[config.mk]
export PLATFORM = sky130hd
export DESIGN_NAME = afs_rem
export DESIGN_NICKNAME = d
export VERILOG_FILES = /design/src/hdl/advection_flux_stencil_core_defines.svh /design/src/hdl/afs_pkg.sv /design/src/hdl/afs_rem.sv
export SDC_FILE = /design/constraint.sdc
export NUM_CORES = 1
export LEC_CHECK = 0
export BUFFER_PORTS_ARGS = -buffer_cell sky130_fd_sc_hd__buf_2
export CAP_MARGIN = 40
export CORE_ASPECT_RATIO = 0.75
export CORE_MARGIN = 5
export CORE_UTILIZATION = 45
export DETAILED_ROUTE_END_ITERATION = 16
export PLACE_DENSITY_LB_ADDON = 0.3
export SLEW_MARGIN = 0
export SYNTH_ARGS = -nofsm -noshare
export SYNTH_HDL_FRONTEND = slang
export SYNTH_SLANG_ARGS = --single-unit
[constraint.sdc]
create_clock -name clk -period 2.5 [get_ports clk]
set_input_delay 0.125 -clock clk [delete_from_list [all_inputs] [get_ports clk]]
set_output_delay 0.125 -clock clk [all_outputs]
set_load 0.01 [all_outputs]
[src/hdl/advection_flux_stencil_core_defines.svh]
// ----------------------------------------------------------------------------
// advection flux stencil assertion macros
// shared concurrent check forms used by the stencil core
// ----------------------------------------------------------------------------
`ifndef ADVECTION_FLUX_STENCIL_CORE_DEFINES_SVH
`define ADVECTION_FLUX_STENCIL_CORE_DEFINES_SVH

// same-cycle implication, off during reset
`define AFS_ASSERT_IMP(label, ante, cons) \
  label: assert property (@(posedge clk) disable iff (rst) (ante) |-> (cons)) \
    else $error("stencil core check failed");

// next-cycle implication, off during reset
`define AFS_ASSERT_NXT(label, ante, cons) \
  label: assert property (@(posedge clk) disable iff (rst) (ante) |=> (cons)) \
    else $error("stencil core check failed");

`endif

[src/hdl/afs_pkg.sv]
// ----------------------------------------------------------------------------
// afs_pkg
// types, constants and helper functions of the advection flux stencil
// ----------------------------------------------------------------------------
package afs_pkg;

  localparam int VALUE_BITS = 32;
  localparam int MAX_ROW    = 512;
  localparam int WIN_DEPTH  = 2 * MAX_ROW;
  localparam int WIN_AW     = $clog2(WIN_DEPTH);
  localparam int IDX_W      = 16;
  localparam int ROW_W      = 9;
  localparam int SPACE_W    = 31;
  localparam int REM_STEPS  = IDX_W;
  localparam int WIDE_W     = 68;

  // opcodes
  localparam logic OP_CELL  = 1'b0;
  localparam logic OP_DRAIN = 1'b1;

  // boundary codes
  localparam logic [1:0] BC_INTERIOR = 2'd0;
  localparam logic [1:0] BC_FIXED    = 2'd1;

  // register indexes
  localparam logic [1:0] CFG_ROW_WIDTH  = 2'd0;
  localparam logic [1:0] CFG_CELL_COUNT = 2'd1;
  localparam logic [1:0] CFG_X_SPACING  = 2'd2;
  localparam logic [1:0] CFG_Y_SPACING  = 2'd3;

  typedef logic signed [VALUE_BITS-1:0] val_t;

  // one line store entry
  typedef struct packed {
    logic [5:0] codes;
    val_t       accum;
    val_t       yvel;
    val_t       xvel;
    val_t       scalar;
  } win_word_t;

  localparam int WORD_W = $bits(win_word_t);

  typedef enum logic [2:0] {
    S_IDLE,
    S_READ,
    S_GHOST,
    S_CALC,
    S_DONE
  } state_t;

  // remainder unit status
  typedef struct packed {
    logic busy;
    logic done;
  } rem_status_t;

  // saturate a wide signed value to the value range
  function automatic val_t sat_val(input logic signed [WIDE_W-1:0] x);
    logic signed [WIDE_W-1:0] hi;
    logic signed [WIDE_W-1:0] lo;
    hi = WIDE_W'((68'sd1 <<< (VALUE_BITS - 1)) - 68'sd1);
    lo = -hi - WIDE_W'(68'sd1);
    if (x > hi) begin
      sat_val = VALUE_BITS'(hi);
    end else if (x < lo) begin
      sat_val = VALUE_BITS'(lo);
    end else begin
      sat_val = VALUE_BITS'(x);
    end
  endfunction

  // ghost substitution for a boundary neighbour
  function automatic val_t ghost(input val_t nb, input val_t c, input logic [1:0] code);
    logic signed [WIDE_W-1:0] t;
    t = (WIDE_W'(nb) <<< 1) - WIDE_W'(c);
    case (code)
      BC_INTERIOR: ghost = nb;
      BC_FIXED:    ghost = sat_val(t);
      default:     ghost = c;
    endcase
  endfunction

endpackage

[src/hdl/afs_rem.sv]
// ----------------------------------------------------------------------------
// afs_rem
// restoring remainder unit, one dividend bit per cycle, gives cell column
// ----------------------------------------------------------------------------
module afs_rem (
  input  logic                         clk,
  input  logic                         rst,
  input  logic                         start,
  input  logic [afs_pkg::IDX_W-1:0]    dividend,
  input  logic [afs_pkg::ROW_W-1:0]    divisor,
  output afs_pkg::rem_status_t         status,
  output logic [afs_pkg::ROW_W-1:0]    remainder
);

  localparam int CW = $clog2(afs_pkg::REM_STEPS + 1);

  logic [CW-1:0]                  count;
  logic [afs_pkg::IDX_W-1:0]      bits;
  logic [afs_pkg::ROW_W-1:0]      div;
  logic                           busy;
  logic                           done;
  logic [afs_pkg::ROW_W:0]        trial;

  // shift in next dividend bit
  assign trial = {remainder, bits[afs_pkg::IDX_W-1]};

  always_ff @(posedge clk) begin
    if (rst) begin
      busy  <= 1'b0;
      done  <= 1'b0;
      count <= '0;
    end else if (start) begin
      busy  <= 1'b1;
      done  <= 1'b0;
      count <= '0;
    end else if (busy) begin
      count <= count + CW'(1);
      if (count == CW'(afs_pkg::REM_STEPS - 1)) begin
        busy <= 1'b0;
        done <= 1'b1;
      end
    end
  end

  // datapath
  always_ff @(posedge clk) begin
    if (start) begin
      bits      <= dividend;
      div       <= divisor;
      remainder <= '0;
    end else if (busy) begin
      bits <= bits << 1;
      if (trial >= {1'b0, div}) begin
        remainder <= afs_pkg::ROW_W'(trial - {1'b0, div});
      end else begin
        remainder <= afs_pkg::ROW_W'(trial);
      end
    end
  end

  assign status.busy = busy;
  assign status.done = done;

endmodule

Word level (Yosys, flattened, before mapping)
Index checks and enable logic that the tools add are counted.

Register bits: 41.

$add $sub $neg: 2. $lt $le $gt $ge: 1. Eq/ne operators: 1. Mux-type cells: 6. Reductions and logical operators: 3.

Operators by type and width (count): two-way mux 16 bit (2); >= comparator 10 x 9 -> 1 bit (1); two-way mux 9 bit (1); subtractor 9 bit (1); adder 5 x 1 -> 5 bit (second input constant) (1); equality test 5 x 4 -> 1 bit (second input constant) (1); two-way mux 1 bit (3); AND reduction 2 bit (1); nonzero test 2 bit (1); OR reduction 2 bit (1).

Longest topological paths before layout
Word-level depth: 4. Mapped depth: 9.

Least setup slack after synthesis
OpenSTA, ideal clock, no wires.

Kind: flip-flop to flip-flop. Start: reg bits[15] in the netlist's numbering. End: reg remainder[0] in the netlist's numbering. Library setup time: 79 ps. Arrival: 2205 ps. Data required time: 2421 ps. Slack: 216 ps. Stages on the path, launching flop included: 10. Buffers on the path: 0. Period minus slack after synthesis: 2284 ps. Path through: edfxtp_1 -> inv_1 -> ha_1 -> inv_1 -> fa_1 -> a21oi_4 -> a211oi_4 -> nor3_4 -> mux2_4 -> a211oi_2.

Word-level cells in the longest chain between the ends: 2. Elaborated cells on any way between the ends: 3. Classes of those cells: add/sub (1); order compare (1); mux (1).

Ends and longest elaborated chain: start: declaration (RTL line afs_rem.sv:18) `logic [afs_pkg::IDX_W-1:0] bits;`; start signal: assignment (RTL line afs_rem.sv:48) `bits <= dividend;`; start signal: assignment (RTL line afs_rem.sv:52) `bits <= bits << 1;`; subtractor 9 bit or >= comparator 10 x 9 -> 1 bit (tied branches) (RTL line afs_rem.sv:54, afs_rem.sv:53); two-way mux 9 bit * (RTL line afs_rem.sv:53) `if (trial >= {1'b0, div}) begin`; end signal: assignment (RTL line afs_rem.sv:54) `remainder <= afs_pkg::ROW_W'(trial - {1'b0, div});`; end signal: assignment (RTL line afs_rem.sv:56) `remainder <= afs_pkg::ROW_W'(trial);`; end: declaration (RTL line afs_rem.sv:12) `output logic [afs_pkg::ROW_W-1:0] remainder`.

Mark *: on every way between the ends. The rest lies on a longest branch, timed or not. A chain may end at the register's enable or synchronous reset.

Worst setup path after layout
Start: reg bits[15] in the netlist's numbering. End: reg remainder[8] in the netlist's numbering.

The elaborated chain is that of the path after synthesis.

==> impl_metrics.py <==
metrics = {
    "sta": {
        "tightestPinTransition_ns": 0.624,
        "relSlewSlack_pct": 58.3,
        "max_freq_ghz": 0.430,
        "slew_violations": 0,
        "hold_violations": 0,
        "finClkSkew_ns": 0.00674,
        "period_needed_ns": 2.32,
        "timing.final.ws_setup_ns": 0.176,
        "fin_crit_sh_pct": 92.9,
        "setup_viol": 0,
        "fin_tns_setup_ns": 0,
        "rsz0062_at_grt": "false",
    },
    "clocking": {
        "clk_path_buf_depth": 2,
        "cts-buffers-inserted": 5,
        "cts_root_buffer": "clkbuf_8",
        "cts.sink_count": 41,
        "insertion_delay_ns": 0.30,
        "cts_max_level": 2,
        "cts_tree": "done",
        "clk_pin_slew_ns": 0.08,
    },
    "detailed_routing": {
        "drc": 0,
        "vias": 1537,
        "wire_per_inst_um": 14.4,
        "initialDrtViolationCount": 73,
        "vias_per_cell": 5.23,
        "drt_wl_total_um": 4240,
        "final_antenna_net_count": 0,
        "first_pass_iters": 4,
    },
    "setup_path": {
        "cpPeakStageDelay_ns": 0.38,
        "end_kind": "register",
        "critPathArrivalTime_ns": 2.51,
        "cp-start-kind": "register",
        "slowest_stage": "fa_2",
        "cp_max_fo": 3,
        "crit_path_cell_trace": "inv_1, ha_1, inv_1, fa_2, a21oi_4, o211a_1, mux2_1, a2111oi_2, o31ai_1",
        "cp_common_cell": "inv_1",
        "crit_required_ns": 2.68,
        "crit_type": "register to register",
    },
    "yosys": {
        "yosys.area_share.simple_pct": 10.9,
        "ys.flop_type": "edfxtp_1",
        "synth-edff-count": 25,
        "synth_seq_cells": 41,
        "synth_cells": 186,
        "ys_seq_area_share_pct": 49.9,
        "netlist_area_um2": 2150,
        "synth_top_family_by_area": "multiplexers",
        "synthAdderAreaFrac_pct": 7.34,
        "async_flop_share_pct": 0,
        "avgSynthCellArea_um2": 11.5,
        "synth_xor_area_share_pct": 2.86,
        "synthMuxAreaShare_pct": 12.4,
        "synth_cell_type_count": 47,
        "synth.net_count": 226,
        "yosys_warnings": 0,
        "synth_compound_area_share_pct": 11.9,
    },
    "layout": {
        "antennaDiodeCount": 0,
        "nets": 276,
        "nFillCells": 396,
        "layout_common_cells": "buf_2, edfxtp_1, inv_1, nor2_1, dfxtp_1",
        "final_common_cell": "buf_2",
        "drive_above_1_share_pct": 32.1,
        "final_cells": 294,
        "fin_area_um2": 2590,
        "utilization_pct": 57.0,
        "area_growth_pct": 20.7,
    },
    "floorplanning": {
        "start_util_pct": 47.2,
        "rows": 21,
        "die-area_um2": 6270,
        "die_w_um": 89.8,
        "io_pins": 39,
        "core_um2": 4550,
        "fp.dieH_um": 69.8,
    },
    "pwr": {
        "powerDensity_nw_per_um2": 615,
        "cellLeakagePower_nw": 1.11,
        "peakVddDrop_v": 0.000331,
    },
    "place": {
        "placed_area_um2": 2390,
        "place_congestion": 0.799,
        "place_inst": 276,
        "pre_cts_ws_ns": 0.0657,
        "hpwl_um": 3010,
        "io_buffer_count": 38,
    },
    "global_routing": {
        "busiest_layer": "met2",
        "overflow": 0,
        "met2_usage_pct": 20.3,
        "grt_max_degree": 33,
        "grt_antenna_before_repair": 0,
        "grt_use_met1_pct": 19.7,
        "track_usage_pct": 14.3,
        "grt_pass1_wl_um": 7180,
        "grt_pass1_vias": 1519,
        "use_met3_pct": 5.31,
    },
    "min_path": {
        "hold_class": "input pin to register",
    },
    "status": {
        "outcome": "finished clean",
    },
    "flow_run": {
        "maxCapViolCount": 0,
    },
}
==> layout make-up <==
cell class                      count  area, um2  area share (%)
Inverter                           16       60.1            2.32
Clock buffer                        6       82.6            3.19
Sequential cell                    41       1070            41.3
Clock inverter                      2       13.8           0.531
Multi-Input combinational cell    121        982            37.9
Tap cell                           57       71.3            2.75
Timing Repair Buffer               51        310            12.0
==> power by group <==
part           switching, mW  internal (mW)
clock network          0.241          0.224
registers             0.0246          0.776
logic                  0.173          0.156
==> kinds of logic (layout without fill, tap and decap cells) <==
kind of cell    Yosys count  in the layout
compound gates           32             32
fa+ha+maj                12             12
simple gates             46             46
flops                    41             41
xor+xnor                  7              7
buf+inv                  24             75
mux                      24             24
==> repair_timing <==
action / CTS / global route
hold buffers: 9 / 0
buffers inserted: 0 / 1
gates resized for setup: 0 / 2
hold endpoints to repair: 9 / 0
endpoints found under the setup margin: 0 / 4
==> worst max-delay path: cells and delay by family, from the launching register on <==
family                   cells  cell delay, ns
flip-flops                   1            0.37
AO/OA/AOI/OAI                4            0.83
adder cells (fa/ha/maj)      2            0.54
buffers and inverters        2            0.14
multiplexers                 1            0.34
==> routing by layer <==
metal | part of all wire (%) | wire [um]
met1 | 50 | 2100
met2 | 44 | 1870
met3 | 5.4 | 229
met4 | 1.0 | 44
met5 | 0 | 0
==> sequential cells by signal (all words and copies together), names as in the netlist <==
register / cells
div: 9
done: 1
count: 5
busy: 1
remainder: 9
bits: 16
==> synth_stat cells (3+ instances only) <==
| library cell | number | area [um2] |
|---|---|---|
| edfxtp_1 | 25 | 751 |
| dfxtp_1 | 16 | 320 |
| inv_1 | 16 | 60.1 |
| nor2_1 | 16 | 60.1 |
| mux2_2 | 15 | 169 |
| ha_1 | 11 | 138 |
| nand2_1 | 9 | 33.8 |
| mux2i_1 | 7 | 70.1 |
| a211oi_1 | 6 | 45.0 |
| a21oi_1 | 6 | 30.0 |
| nand3_1 | 5 | 25.0 |
| o31ai_1 | 4 | 30.0 |
| xor2_1 | 4 | 35.0 |
| buf_4 | 3 | 22.5 |
| clkbuf_1 | 3 | 11.3 |
| nor4_1 | 3 | 18.8 |
| xnor2_1 | 3 | 26.3 |
==> path summary, 6_finish.rpt <==
check	to	from	slack, ns	depth (start not counted)
hold reg to reg	done	done	0.48	2
setup / recovery	remainder[8]	bits[15]	0.18	9
setup reg to reg	remainder[8]	bits[15]	0.18	9
hold / removal	div[5]	divisor[5]	0.03	1
==> per-stage QoR <==
stage	hold slack (ns)	power (mW)
after floorplan	0.197	1.04
after global placement	0.303	1.12
after detailed placement	0.303	1.12
after CTS	0.0158	1.60
after global routing	0.00760	1.68
final	0.0265	1.59
No activity file was read; power rests on OpenSTA's default activity.
